**src/hdl/wmed_pkg.sv**
```systemverilog
// Shared types and constants for the weighted 3x3 RGB median filter.
// No dependencies; imported by the median datapath, the top level and the bench.
package wmed_pkg;

    localparam int unsigned CH_W      = 8;
    localparam int unsigned CHANNELS  = 3;
    localparam int unsigned PIX_W     = CH_W * CHANNELS;
    localparam int unsigned WT_W      = 4;
    localparam int unsigned TAPS      = 9;
    localparam int unsigned PROD_W    = CH_W + WT_W;
    localparam int unsigned WIDTH_W   = 11;
    localparam int unsigned HEIGHT_W  = 16;
    localparam int unsigned WEIGHTS_W = WT_W * TAPS;
    localparam int unsigned CFG_IDX_W = 2;

    localparam logic [WIDTH_W-1:0]   WIDTH_RST   = 11'd640;
    localparam logic [HEIGHT_W-1:0]  HEIGHT_RST  = 16'd480;
    localparam logic [WEIGHTS_W-1:0] WEIGHTS_RST = 36'h111111111;

    // Configuration register indexes.
    typedef enum logic [CFG_IDX_W-1:0] {
        CFG_WIDTH   = 2'd0,
        CFG_HEIGHT  = 2'd1,
        CFG_WEIGHTS = 2'd2
    } t_cfg_idx;

    typedef logic [PIX_W-1:0]  t_pixel;
    typedef logic [PROD_W-1:0] t_prod;

    // Load enables of the three stages inside the median datapath.
    typedef struct packed {
        logic prd;
        logic srt;
        logic res;
    } t_stage_en;

endpackage

```
**src/hdl/wmed_median.sv**
```systemverilog
// Weighted median datapath: products, per-row sort, median of nine.
// Depends on wmed_pkg; instantiated by weighted_median_3x3_rgb_unit.
module wmed_median import wmed_pkg::*; (
    input  logic                 i_clk,
    input  t_stage_en            i_en,
    input  t_pixel               i_win [TAPS],
    input  logic [WEIGHTS_W-1:0] i_weights,
    output t_pixel               o_result   // blue [7:0], green [15:8], red [23:16]
);

    t_prod r_prod [CHANNELS][TAPS];
    t_prod r_lo   [CHANNELS][3];
    t_prod r_mid  [CHANNELS][3];
    t_prod r_hi   [CHANNELS][3];
    t_pixel r_result;

    function automatic t_prod min2(input t_prod a, input t_prod b);
        return (a < b) ? a : b;
    endfunction

    function automatic t_prod max2(input t_prod a, input t_prod b);
        return (a < b) ? b : a;
    endfunction

    function automatic t_prod med3(input t_prod a, input t_prod b, input t_prod c);
        return max2(min2(a, b), min2(max2(a, b), c));
    endfunction

    always_ff @(posedge i_clk) begin
        if (i_en.prd) begin
            for (int ch = 0; ch < CHANNELS; ch++) begin
                for (int k = 0; k < TAPS; k++) begin
                    r_prod[ch][k] <= t_prod'(i_win[k][ch*CH_W +: CH_W])
                                   * t_prod'(i_weights[k*WT_W +: WT_W]);
                end
            end
        end
    end

    // Each row of three is sorted; the median of nine is then the median of
    // the largest low, the middle mid and the smallest high.
    always_ff @(posedge i_clk) begin
        if (i_en.srt) begin
            for (int ch = 0; ch < CHANNELS; ch++) begin
                for (int row = 0; row < 3; row++) begin
                    r_lo[ch][row]  <= min2(min2(r_prod[ch][row*3], r_prod[ch][row*3+1]),
                                           r_prod[ch][row*3+2]);
                    r_mid[ch][row] <= med3(r_prod[ch][row*3], r_prod[ch][row*3+1],
                                           r_prod[ch][row*3+2]);
                    r_hi[ch][row]  <= max2(max2(r_prod[ch][row*3], r_prod[ch][row*3+1]),
                                           r_prod[ch][row*3+2]);
                end
            end
        end
    end

    always_ff @(posedge i_clk) begin
        t_prod m;
        if (i_en.res) begin
            for (int ch = 0; ch < CHANNELS; ch++) begin
                m = med3(max2(max2(r_lo[ch][0], r_lo[ch][1]), r_lo[ch][2]),
                         med3(r_mid[ch][0], r_mid[ch][1], r_mid[ch][2]),
                         min2(min2(r_hi[ch][0], r_hi[ch][1]), r_hi[ch][2]));
                r_result[ch*CH_W +: CH_W] <= m[CH_W-1:0];
            end
        end
    end

    assign o_result = r_result;

endmodule

```
**config.mk**
```make
export PLATFORM = sky130hd
export DESIGN_NAME = wmed_median
export DESIGN_NICKNAME = d
export VERILOG_FILES = /design/src/hdl/wmed_pkg.sv /design/src/hdl/wmed_median.sv
export SDC_FILE = /design/constraint.sdc
export NUM_CORES = 2
export LEC_CHECK = 0
export BUFFER_PORTS_ARGS = -buffer_cell sky130_fd_sc_hd__buf_2
export CORE_MARGIN = 2
export CORE_UTILIZATION = 70
export CTS_BUF_LIST = sky130_fd_sc_hd__clkbuf_16
export CTS_CLUSTER_DIAMETER = 40
export CTS_CLUSTER_SIZE = 10
export DETAILED_ROUTE_END_ITERATION = 16
export HOLD_SLACK_MARGIN = 0.15
export PLACE_DENSITY_LB_ADDON = 0.15
export SYNTH_ARGS = -nofsm -noshare
export SYNTH_HDL_FRONTEND = slang
export SYNTH_SLANG_ARGS = --single-unit
```
**constraint.sdc**
```tcl
create_clock -name i_clk -period 26.2 [get_ports i_clk]
set_input_delay 5.24 -clock i_clk [delete_from_list [all_inputs] [get_ports i_clk]]
set_output_delay 5.24 -clock i_clk [all_outputs]
set_load 0.01 [all_outputs]
```
==> flow_metrics.py <==
metrics = {
    "route": {
        "avgRoutedWirePerCell_um": 20.5,
        "first_pass_iters": 6,
        "drt_iter0_markers": 5057,
        "viasPerCell": 6.12,
        "vias": 58000,
        "wl_um": 194000,
        "drcViolationCount": 0,
        "final_antenna_net_count": 0,
    },
    "yosys": {
        "syn_inst": 7772,
        "synth_cell_type_count": 96,
        "synth_ff_type": "edfxtp_1",
        "ys_seq_elements": 672,
        "synth.cell_area_um2": 73300,
        "synth_nets": 9507,
        "yosysWarningCount": 0,
        "synth-edff-count": 672,
        "syn_area_per_cell_um2": 9.44,
        "synth-seq-area-share_pct": 27.5,
        "async_flop_share_pct": 0,
    },
    "timing": {
        "rsz0062_at_grt": "false",
        "worst_slew_pin_slew_ns": 1.28,
        "fmax_mhz": 65.9,
        "slew_headroom_pct": 14.6,
        "period_share_pct": 57.9,
        "hold_viol": 0,
        "period_minus_slack_ns": 15.17,
        "setup_violations": 0,
        "fin_tns_setup_ns": 0,
        "skew_ns": 0.0226,
        "drv_slew": 0,
    },
    "floorplan": {
        "die_w_um": 328,
        "initial_utilization_pct": 70.7,
        "die_h_um": 328,
        "coreArea_um2": 104000,
        "row_count": 118,
        "die_area_um2": 107000,
        "io_pins": 280,
    },
    "setup_path": {
        "end_kind": "register",
        "worst_path_most_repeated_cell": "a21o_1",
        "start_kind": "register",
        "crit_type": "reg2reg",
        "cp_max_fo": 27,
        "critical_path_buf_inv_count": 3,
        "cp_slowest_cell": "a31oi_2",
        "cp.arrival_ns": 15.75,
        "slowest_delay_ns": 0.70,
        "cp_top_family": "compound AO/OA/AOI/OAI gates",
        "worstPathRequired_ns": 26.78,
    },
    "clock_tree": {
        "numCtsBuffers": 113,
        "clock_sinks": 672,
        "postCtsSetupBuffers": 0,
        "cts.clk_slew.worst_paths_ns": 0.05,
        "cts_buffer_depth": 3,
        "cts-hold-fix-buffers": 0,
        "postCtsResizedCells": 0,
        "clock_latency_ns": 0.71,
        "cts_root_buffer": "clkbuf_16",
        "cts_tree": "done",
        "htree_levels": 3,
    },
    "place": {
        "dp_hpwl_um": 156000,
        "place_inst": 9260,
        "gp_congestion": 0.968,
        "numPortBuffers": 279,
    },
    "global_routing": {
        "grt_busiest_layer": "met2",
        "overflow": 0,
        "grt_pass1_vias": 57000,
        "grtUsageMet3_pct": 5.01,
        "grt_max_degree": 117,
        "grt_use_met1_pct": 50.3,
        "use_met2_pct": 57.9,
        "antenna_found_initial": 18,
        "grt_usage_pct": 36.1,
        "grt_pass1_wl_um": 306000,
    },
    "layout": {
        "post-route-util_pct": 76.8,
        "area_delta_synth_final_pct": 8.66,
        "register_area_um2": 20200,
        "fin_nets": 9731,
        "drive_gt1_share_pct": 9.15,
        "multi_input_area_um2": 48200,
        "fill_cells": 7012,
        "fin_cells": 9474,
    },
    "run_status": {
        "status": "complete, no violations",
    },
    "worst_hold_path": {
        "hold_path.class": "reg2reg",
    },
    "flow_run": {
        "drv_cap": 0,
    },
}
==> logic make-up after synthesis <==
kind of cell	after synthesis	synth area share, %
adder cells (fa/ha/maj)	1479	28.5
XOR/XNOR	221	2.64
buffers and inverters	1322	6.86
multiplexers	625	8.84
AND/OR/NAND/NOR	1857	12.1
flip-flops	672	27.5
AO/OA/AOI/OAI	1596	13.5
==> final timing paths <==
kind,end,slack [ns],startpoint,cells after the start
worst max-delay path,o_result[0],11.03,r_mid[0][18],60
worst min-delay path,r_hi[2][6],0.61,r_prod[2][6],1
worst max register to register,o_result[0],11.03,r_mid[0][18],60
worst min register to register,r_hi[2][6],0.61,r_prod[2][6],1
==> state kept, by name, indices dropped and copies added, names as in the netlist <==
signal / count
r_lo: 108
r_mid: 108
r_prod: 324
o_result: 24
r_hi: 108
==> area by class of cell <==
| cell class | instances | area share (%) |
|---|---|---|
| diodes | 10 | 0.0314 |
| clock buffers | 113 | 3.55 |
| clock inverters | 90 | 1.07 |
| inverters | 1107 | 5.21 |
| multi-input cells | 5778 | 60.4 |
| flip-flops and latches | 672 | 25.3 |
| well taps | 1380 | 2.17 |
| repair buffers | 324 | 2.20 |
==> routing by layer <==
layer  routed length (um)  vias up
met4                 7190       22
met5                  152        -
li1                     -    27400
met2                87600     2355
met3                15500      410
met1                84000    27800
==> cells in the final DEF (no fill, tap or decap), types with 190 or more instances in the layout <==
cell type  synthesis  routed
a21o_1           227     227
a21oi_1          541     540
and2_1           399     399
buf_2             32     277
edfxtp_1         672     672
fa_1             324     324
ha_1            1155    1155
inv_1           1107    1115
mux2i_1          452     452
nand2_1          862     862
nor2_1           254     253
o21ai_0          394     393
xnor2_1          190     190
==> synthesized netlist by cell type (24+ instances only) <==
library cell  instances  area, um2
nand4_1              92        576
nand2_1             862       3240
o21a_1               53        398
a21oi_1             541       2710
o21bai_1            139       1040
nor3_1               24        120
nand2b_1             64        400
nor2b_1              56        350
ha_1               1155      14500
mux2i_1             452       4520
o211ai_1             35        263
inv_1              1107       4160
fa_1                324       6490
and2_1              399       2500
a211oi_1             41        308
xor2_1               31        272
clkbuf_1            161        604
nand3_1              30        150
o21ai_0             394       1970
xnor2_1             190       1660
a21o_1              227       1700
buf_2                32        160
edfxtp_1            672      20200
mux2_2              169       1900
nor2_1              254        953
==> per-stage QoR <==
| stage | instance area (um2) | worst slack (ns) | hold WS, ns |
|---|---|---|---|
| after floorplan | 73300 | 13.30 | 0.576 |
| after global placement | 76000 | 11.53 | 0.600 |
| after detailed placement | 76000 | 11.16 | 0.597 |
| after CTS | 79700 | 11.11 | 0.619 |
| after global routing | 79700 | 9.75 | 0.640 |
| final | 79700 | 11.03 | 0.613 |
Power is not shown: default switching activity piles up to over one toggle a cycle in this logic, so the estimate is an artifact.
